`src/rtl/core/grc_ram.sv`:
```
module grc_ram #(
    parameter int DEPTH  = 64,
    parameter int ADDR_W = $clog2(DEPTH),
    parameter int DATA_W = 8
) (
    input  logic              i_clk,
    input  logic              i_we,
    input  logic [ADDR_W-1:0] i_waddr,
    input  logic [DATA_W-1:0] i_wdata,
    input  logic [ADDR_W-1:0] i_raddr,
    output logic [DATA_W-1:0] o_rdata
);

    logic [DATA_W-1:0] r_mem [DEPTH];
    logic [DATA_W-1:0] r_rdata;

    always_ff @(posedge i_clk) begin
        if (i_we) begin
            r_mem[i_waddr] <= i_wdata;
        end
        r_rdata <= r_mem[i_raddr];
    end

    assign o_rdata = r_rdata;

endmodule

```
`config.mk`:
```
export PLATFORM = sky130hd
export DESIGN_NAME = grc_ram
export DESIGN_NICKNAME = d
export VERILOG_FILES = /design/src/rtl/core/grc_ram.sv
export SDC_FILE = /design/constraint.sdc
export NUM_CORES = 1
export LEC_CHECK = 0
export BUFFER_PORTS_ARGS = -buffer_cell sky130_fd_sc_hd__buf_2
export CAP_MARGIN = 40
export CORE_MARGIN = 1
export CORE_UTILIZATION = 37
export CTS_CLUSTER_SIZE = 14
export DETAILED_ROUTE_END_ITERATION = 8
export SYNTH_ARGS = -nofsm -noshare
export SYNTH_HDL_FRONTEND = slang
export SYNTH_SLANG_ARGS = --single-unit
```
`constraint.sdc`:
```
create_clock -name i_clk -period 2 [get_ports i_clk]
set_input_delay 0.1 -clock i_clk [delete_from_list [all_inputs] [get_ports i_clk]]
set_output_delay 0.1 -clock i_clk [all_outputs]
set_load 0.02 [all_outputs]
```
==> results of run 1 <==
-- worst reg2reg max path, stage by stage, from the launching register on --
cell	delay (ps)
sky130_fd_sc_hd__edfxtp_1	360
sky130_fd_sc_hd__mux4_2	460
sky130_fd_sc_hd__mux2_2	290
sky130_fd_sc_hd__o221a_4	280
sky130_fd_sc_hd__nor3_2	180
sky130_fd_sc_hd__buf_4	140
sky130_fd_sc_hd__o32ai_1	90
-- path summary, 6_finish.rpt --
| path | to | depth (start not counted) | slack (ps) | from |
|---|---|---|---|---|
| worst max register to register | o_rdata[4] | 6 | 70 | r_mem[29][4] |
| worst min-delay path | r_mem[52][3] | 2 | 30 | i_wdata[3] |
| worst min register to register | o_rdata[2] | 4 | 830 | r_mem[18][2] |
| worst max-delay path | o_rdata[4] | 6 | 70 | r_mem[29][4] |
-- logic make-up after synthesis --
kind of cell,after synthesis,share of synthesized area
compound gates,54,0.0207
buf+inv,51,0.0157
flops,520,0.770
mux,162,0.159
simple gates,153,0.0339
-- flip-flops by register name, indices dropped and copies added (netlist names) --
signal / cells
r_mem: 512
o_rdata: 8
-- report_power, final --
part | total (mW) | internal (mW) | switching, mW
Combinational | 1.27 | 0.529 | 0.742
Clock | 9.64 | 5.73 | 3.91
Sequential | 12.1 | 12.1 | 0.0453
-- area by class of cell --
type                            count  area [µm²]  area share
Tap cell                          696         871      0.0363
Multi-Input combinational cell    369        4350       0.181
Clock inverter                     18         221     0.00923
Timing Repair Buffer              193        1540      0.0643
Clock buffer                       73        1470      0.0612
Sequential cell                   520       15500       0.648
-- layer usage --
metal  up-vias  global-route usage
met4         2              0.0491
met5         -                   0
li1       4319                   -
met2       283               0.280
met3        71              0.0318
met1      5279               0.238
-- repair_timing --
| action | 4_1_cts | 5_1_grt |
|---|---|---|
| setup buffers | 0 | 0 |
| gates resized for setup | 1 | 6 |
| pin swaps | 0 | 1 |
| setup endpoints to repair | 1 | 4 |
| endpoints found under the hold margin | 4 | 0 |
| hold buffers | 1 | 0 |
-- cells in the final DEF, fill, tap and decap left out, types with 3 or more instances in the layout --
cell type,synthesis,layout
sky130_fd_sc_hd__clkbuf_1,17,11
sky130_fd_sc_hd__mux2_2,13,13
sky130_fd_sc_hd__a221oi_1,6,6
sky130_fd_sc_hd__nor3_1,7,5
sky130_fd_sc_hd__clkinv_2,0,7
sky130_fd_sc_hd__nand3_1,13,13
sky130_fd_sc_hd__nor2b_1,14,14
sky130_fd_sc_hd__clkbuf_8,0,12
sky130_fd_sc_hd__o221ai_1,8,8
sky130_fd_sc_hd__buf_4,13,153
sky130_fd_sc_hd__nand2_1,19,19
sky130_fd_sc_hd__a211oi_1,4,4
sky130_fd_sc_hd__nor2_1,83,82
sky130_fd_sc_hd__edfxtp_1,512,512
sky130_fd_sc_hd__clkbuf_16,0,51
sky130_fd_sc_hd__o2bb2ai_1,3,3
sky130_fd_sc_hd__clkinv_1,0,3
sky130_fd_sc_hd__a21oi_1,3,3
sky130_fd_sc_hd__bufinv_16,0,5
sky130_fd_sc_hd__a22oi_1,3,3
sky130_fd_sc_hd__mux4_2,126,126
sky130_fd_sc_hd__o22ai_1,8,8
sky130_fd_sc_hd__nand3b_1,3,3
sky130_fd_sc_hd__buf_12,2,12
sky130_fd_sc_hd__nand2b_1,7,7
sky130_fd_sc_hd__o2111ai_1,3,3
sky130_fd_sc_hd__dfxtp_1,8,8
sky130_fd_sc_hd__mux2i_1,23,23
sky130_fd_sc_hd__buf_2,11,26
==> metrics.log, run 1 <==
INFO  metric cts_tree = built
INFO  metric post_placement_worst_setup_slack = -276 ps
INFO  metric m1WireLength = 20200 µm
INFO  metric synth_flop_cell = sky130_fd_sc_hd__edfxtp_1
INFO  metric largest_net_degree_at_the_start_of_global_routing = 65
INFO  metric dieWidth = approximately 240 µm
INFO  metric cts-root-to-sink-buffers = 3
INFO  metric grt_pass1_vias = a little over 10000
INFO  metric worstSetupPathType = reg2reg
INFO  metric finalPower = roughly 23 mW
INFO  metric setup.worst_path.start_class = flop
INFO  metric wl_met2 = roughly 23000 µm
INFO  metric die-height = around 240 µm
INFO  metric fmax = roughly 520 MHz
INFO  metric place_congestion = just over 0.8
INFO  metric peakVddDrop = roughly 0.00052 V
INFO  metric postSynthCellCount = 940
INFO  metric layout-area-overhead-vs-synth = 19.0%
INFO  metric diodes = 0
INFO  metric critical_path_arrival = 2380 ps
INFO  metric dr_total_vias = 9954
INFO  metric synth.top_cells.by_count = sky130_fd_sc_hd__edfxtp_1, sky130_fd_sc_hd__mux4_2, sky130_fd_sc_hd__nor2_1
INFO  metric synthesis.area = about 0.020 mm²
INFO  metric synth.top_cells.by_area = sky130_fd_sc_hd__edfxtp_1, sky130_fd_sc_hd__mux4_2, sky130_fd_sc_hd__nor2_1, sky130_fd_sc_hd__mux2i_1, sky130_fd_sc_hd__dfxtp_1
INFO  metric layout-drive-gt1-share = 0.353
INFO  metric most_instantiated_library_cell_after_synthesis = sky130_fd_sc_hd__edfxtp_1
INFO  metric post_route_setup_slack = approximately 67 ps
INFO  metric start_util = 0.375
INFO  metric yosys_warnings = 0
INFO  metric power_per_cell_area = between 900 and 1000 mW/mm²
INFO  metric final_util = 0.446
INFO  metric filler_cell_count = around 4500
INFO  metric drv_cap = 0
INFO  metric num_rows = 85
INFO  metric synth_edf_count = about 510
INFO  metric synth-seq-cells = 520
INFO  metric critical_path.cell_chain = mux4_2 -> mux2_2 -> o221a_4 -> nor3_2 -> buf_4 -> o32ai_1
INFO  metric setup_viol_count_final = 0
INFO  metric h_tree_levels = 2
INFO  metric detail_route.wl_per_cell = 25.1 µm
INFO  metric critical_path.max_fanout = 1
INFO  metric detail_route.first_pass.iterations = 5
INFO  metric syn-mean-instance-area = roughly 21 µm²
INFO  metric maxUsedRoutingLayer = met5
INFO  metric detail_route.wirelength = between 40000 and 50000 µm
INFO  metric design.die.area = between 0.05 and 0.06 mm²
INFO  metric dp_hpwl = ~31000 µm
INFO  metric holdCritPathClass = in2reg
INFO  metric grt_remaining_overflow = 0
INFO  metric worst-path-buf-inv = 1
INFO  metric max_stage_delay = roughly 460 ps
INFO  metric postRouteAntennaNets = 0
INFO  metric synth_cell_types = 40
INFO  metric nets = ~1200
INFO  metric clkLatencyLatePin = approximately 590 ps
INFO  metric detail_route.vias_per_cell = 5.33
INFO  metric relSlewSlack = 0.460
INFO  metric postPlaceCellArea = approximately 0.022 mm²
INFO  metric drtIter0Drc = a little under 900
INFO  metric final_cell_count_no_fill = 1869
INFO  metric tightest_slew = roughly 810 ps
INFO  metric detailroute.wirelength.met3 = around 2600 µm
INFO  metric clkTransAtPathRegs = 60 ps
INFO  metric cts_root_buf = sky130_fd_sc_hd__clkbuf_16
INFO  metric outcome = finished clean
INFO  metric synth_top_cell_area_share = 0.762
INFO  metric critical_path_required_time = roughly 2400 ps
INFO  metric grt_util_all_layers = 0.172
INFO  metric final-hold-violation-count = 0
INFO  metric cts_num_sinks = 520
INFO  metric worstSetupEndpointType = flop
INFO  metric total_leakage_power = ~8 nW
INFO  metric fin_worst_hold_slack = about 27 ps
INFO  metric report.final.slew_viol_count = 0
INFO  metric grt_first_pass_wirelength = 69500 µm
INFO  metric total_clock_buffers_created_by_cts = 51
INFO  metric initial_antenna_violation_count = 2
INFO  metric worst_clock_skew = between 15 and 20 ps
INFO  metric num_io_pins = 30
INFO  metric totalNegativeSetupSlack = 0 ps
INFO  metric synth_sequential_area_ratio = 0.770
INFO  metric cp_max_stage_cell = sky130_fd_sc_hd__mux4_2
INFO  metric total_drc_errors_in_the_routed_layout = 0
INFO  metric placed_cells_incl_taps = around 1800
INFO  metric period_minus_slack = around 1900 ps
INFO  metric final.period_utilization = 0.966
INFO  metric synth.largest_area_cell = sky130_fd_sc_hd__edfxtp_1
INFO  metric final_cell_area = roughly 0.024 mm²
INFO  metric cp_top_family = multiplexers
INFO  metric asyncSetResetFlopFracSynth = 0
INFO  metric io_buffer_count = 29
INFO  metric postSynthNetCount = 962
INFO  metric core_region_area = 0.0538 mm²
Note: power is estimated with default switching activity, not from simulation.
==> inputs of run 2 (changes only) <==
CORE_MARGIN = not set   (was 1)
CORE_UTILIZATION = 55   (was 37)
PLACE_DENSITY = 0.75   (was not set)
==> run 2 against run 1 <==
Effect of this change:
- first-iteration DRC count grew 48%
- global-route usage grew 7.7 points
- sequential power about the same
- clock skew increased by 1.2 ps
- critical endpoint is now o_rdata[2]
- combinational power about the same
- via count is 4.1% higher
- register-to-register slack is essentially flat
- the run now ends with design-rule violations left
- final cell count shrank 13%
- total power fell by 2.2%
- clock power is 5.1% lower
- sequential share of layout area rose by 1.4 points
- largest power group unchanged
==> metrics.log, run 2 (synthesized netlist as in run 1, its figures left out) <==
INFO  metric fin_worst_hold_slack = between 10 and 15 ps
INFO  metric largest_net_degree_at_the_start_of_global_routing = 45
INFO  metric detail_route.vias_per_cell = 6.39
INFO  metric grt_first_pass_wirelength = a little under 70000 µm
INFO  metric clkTransAtPathRegs = ~60 ps
INFO  metric layout-drive-gt1-share = 0.339
INFO  metric total_leakage_power = around 7.7 nW
INFO  metric drv_cap = 0
INFO  metric final_cell_count_no_fill = 1623
INFO  metric drtIter0Drc = ~1300
INFO  metric num_rows = 69
INFO  metric detail_route.wl_per_cell = 27.8 µm
INFO  metric report.final.slew_viol_count = 0
INFO  metric die-height = between 150 and 200 µm
INFO  metric clkLatencyLatePin = around 560 ps
INFO  metric cts_root_buf = sky130_fd_sc_hd__clkbuf_16
INFO  metric detail_route.wirelength = 45100 µm
INFO  metric cts_tree = built
INFO  metric postRouteAntennaNets = 0
INFO  metric final-hold-violation-count = 0
INFO  metric place_congestion = roughly 0.86
INFO  metric design.die.area = approximately 0.037 mm²
INFO  metric worst_clock_skew = roughly 20 ps
INFO  metric start_util = 0.563
INFO  metric h_tree_levels = 2
INFO  metric crit_start = r_mem[10][2]
INFO  metric tightest_slew = around 650 ps
INFO  metric final.period_utilization = 0.967
INFO  metric rsz0062_at_grt = no
INFO  metric crit_end = o_rdata[2]
INFO  metric outcome = finished, violations left
INFO  metric grt_remaining_overflow = 0
INFO  metric worstSetupEndpointType = flop
INFO  metric period_minus_slack = around 1900 ps
INFO  metric critical_path_required_time = between 2000 and 2500 ps
INFO  metric dp_hpwl = roughly 29000 µm
INFO  metric finalPower = around 23 mW
INFO  metric core_region_area = between 0.03 and 0.04 mm²
INFO  metric grt_util_all_layers = 0.249
INFO  metric io_buffer_count = 29
INFO  metric post-cts-setup-buffers = 0
INFO  metric total_drc_errors_in_the_routed_layout = 1
INFO  metric layout-area-overhead-vs-synth = 16.5%
INFO  metric relSlewSlack = 0.564
INFO  metric setup_viol_count_final = 0
INFO  metric final_util = 0.656
INFO  metric num_io_pins = 30
INFO  metric rr_endpoint = o_rdata[2]
INFO  metric registers.top_by_ff_count = r_mem
INFO  metric cts-root-to-sink-buffers = 3
INFO  metric worstSetupPathType = reg2reg
INFO  metric holdCritPathClass = in2reg
INFO  metric timing.reg2reg.worst_path_depth = 5
INFO  metric grt_pass1_vias = ~11000
INFO  metric setup.worst_path.start_class = flop
INFO  metric detail_route.first_pass.iterations = 7
INFO  metric dr_total_vias = 10365
INFO  metric dieWidth = 193 µm
INFO  metric placed_cells_incl_taps = 1531
INFO  metric nets = approximately 1100
INFO  metric fmax = 517 MHz
INFO  metric worst_r2r_startpoint = r_mem[10][2]
INFO  metric mostFrequentLayoutCells = sky130_fd_sc_hd__edfxtp_1, sky130_fd_sc_hd__buf_4, sky130_fd_sc_hd__mux4_2
INFO  metric critical_path.max_fanout = 1
INFO  metric final_common_cell = sky130_fd_sc_hd__edfxtp_1
INFO  metric max_ffs_per_register = 512
INFO  metric violations = design-rule violations
INFO  metric reg2reg_slack = between 60 and 70 ps
INFO  metric initial_antenna_violation_count = 3
INFO  metric power_per_cell_area = 959 mW/mm²
INFO  metric cts_num_sinks = 520
INFO  metric peakVddDrop = between 0.0007 and 0.0008 V
INFO  metric critical_path_arrival = about 2400 ps
INFO  metric total_clock_buffers_created_by_cts = 50
run 2: changes by cell type in the layout (fill, tap and decap cells not counted), sizes merged:
cell      delta
clkinvlp     +2
buf         -11
clkbuf       -8
diode        +1
clkinv       +5
run 2: through the flow:
| stage | instance area [µm²] | TNS (ps) | setup slack [ps] |
|---|---|---|---|
| after global routing | 23500 | 0 | 3.01 |
| after detailed placement | 21900 | -1970 | -363 |
| after floorplan | 20200 | 0 | 232 |
| final | 23500 | 0 | 66.1 |
| after CTS | 23500 | 0 | 3.61 |
| after global placement | 21900 | -1860 | -347 |
run 2: cell type report:
cell class              count  area, µm²
fillers                  2228      12300
well taps                 461        577
flip-flops and latches    520      15500
clock inverters            25        250
repair buffers            182       1460
diodes                      1       2.50
multi-input cells         369       4340
clock buffers              65       1330
run 2: per-layer routing:
layer,up-vias,track usage,share of wire
met3,106,0.0380,0.084
met1,5373,0.350,0.39
met5,-,0,0.00051
li1,4296,-,-
met4,4,0.0913,0.036
met2,586,0.404,0.49
run 2: timing repair:
| action | in CTS | in global routing |
|---|---|---|
| hold buffers | 1 | 0 |
| pin swaps | 0 | 1 |
| endpoints found under the setup margin | 1 | 5 |
| endpoints found under the hold margin | 7 | 0 |
| gates resized for setup | 2 | 4 |
run 2: how the worst min path moves through the flow:
stage | depth (start not counted) | end | slack (ps) | startpoint
3_5_place_dp | 3 | o_rdata[1] | 520 | i_raddr[5]
6_report | 1 | r_mem[6][0] | 10 | i_wdata[0]
3_3_place_gp | 3 | o_rdata[0] | 510 | i_raddr[5]
2_1_floorplan | 0 | r_mem[0][0] | 200 | i_wdata[0]
4_1_cts | 1 | r_mem[5][0] | 20 | i_wdata[0]
5_1_grt | 1 | r_mem[60][0] | 20 | i_wdata[0]
run 2: where the power goes:
group,internal [mW],total [mW],switching [mW]
clock,5.31,9.15,3.84
sequential,12.1,12.1,0.0435
combinational,0.528,1.26,0.730
total,17.9,22.5,4.61
run 2: critical path, stage by stage, from the launching register on:
cell                        delay [ps]
sky130_fd_sc_hd__edfxtp_1          370
sky130_fd_sc_hd__mux4_2            510
sky130_fd_sc_hd__mux4_2            480
sky130_fd_sc_hd__nor2_2            220
sky130_fd_sc_hd__nor3_1             90
sky130_fd_sc_hd__o2bb2ai_1         140
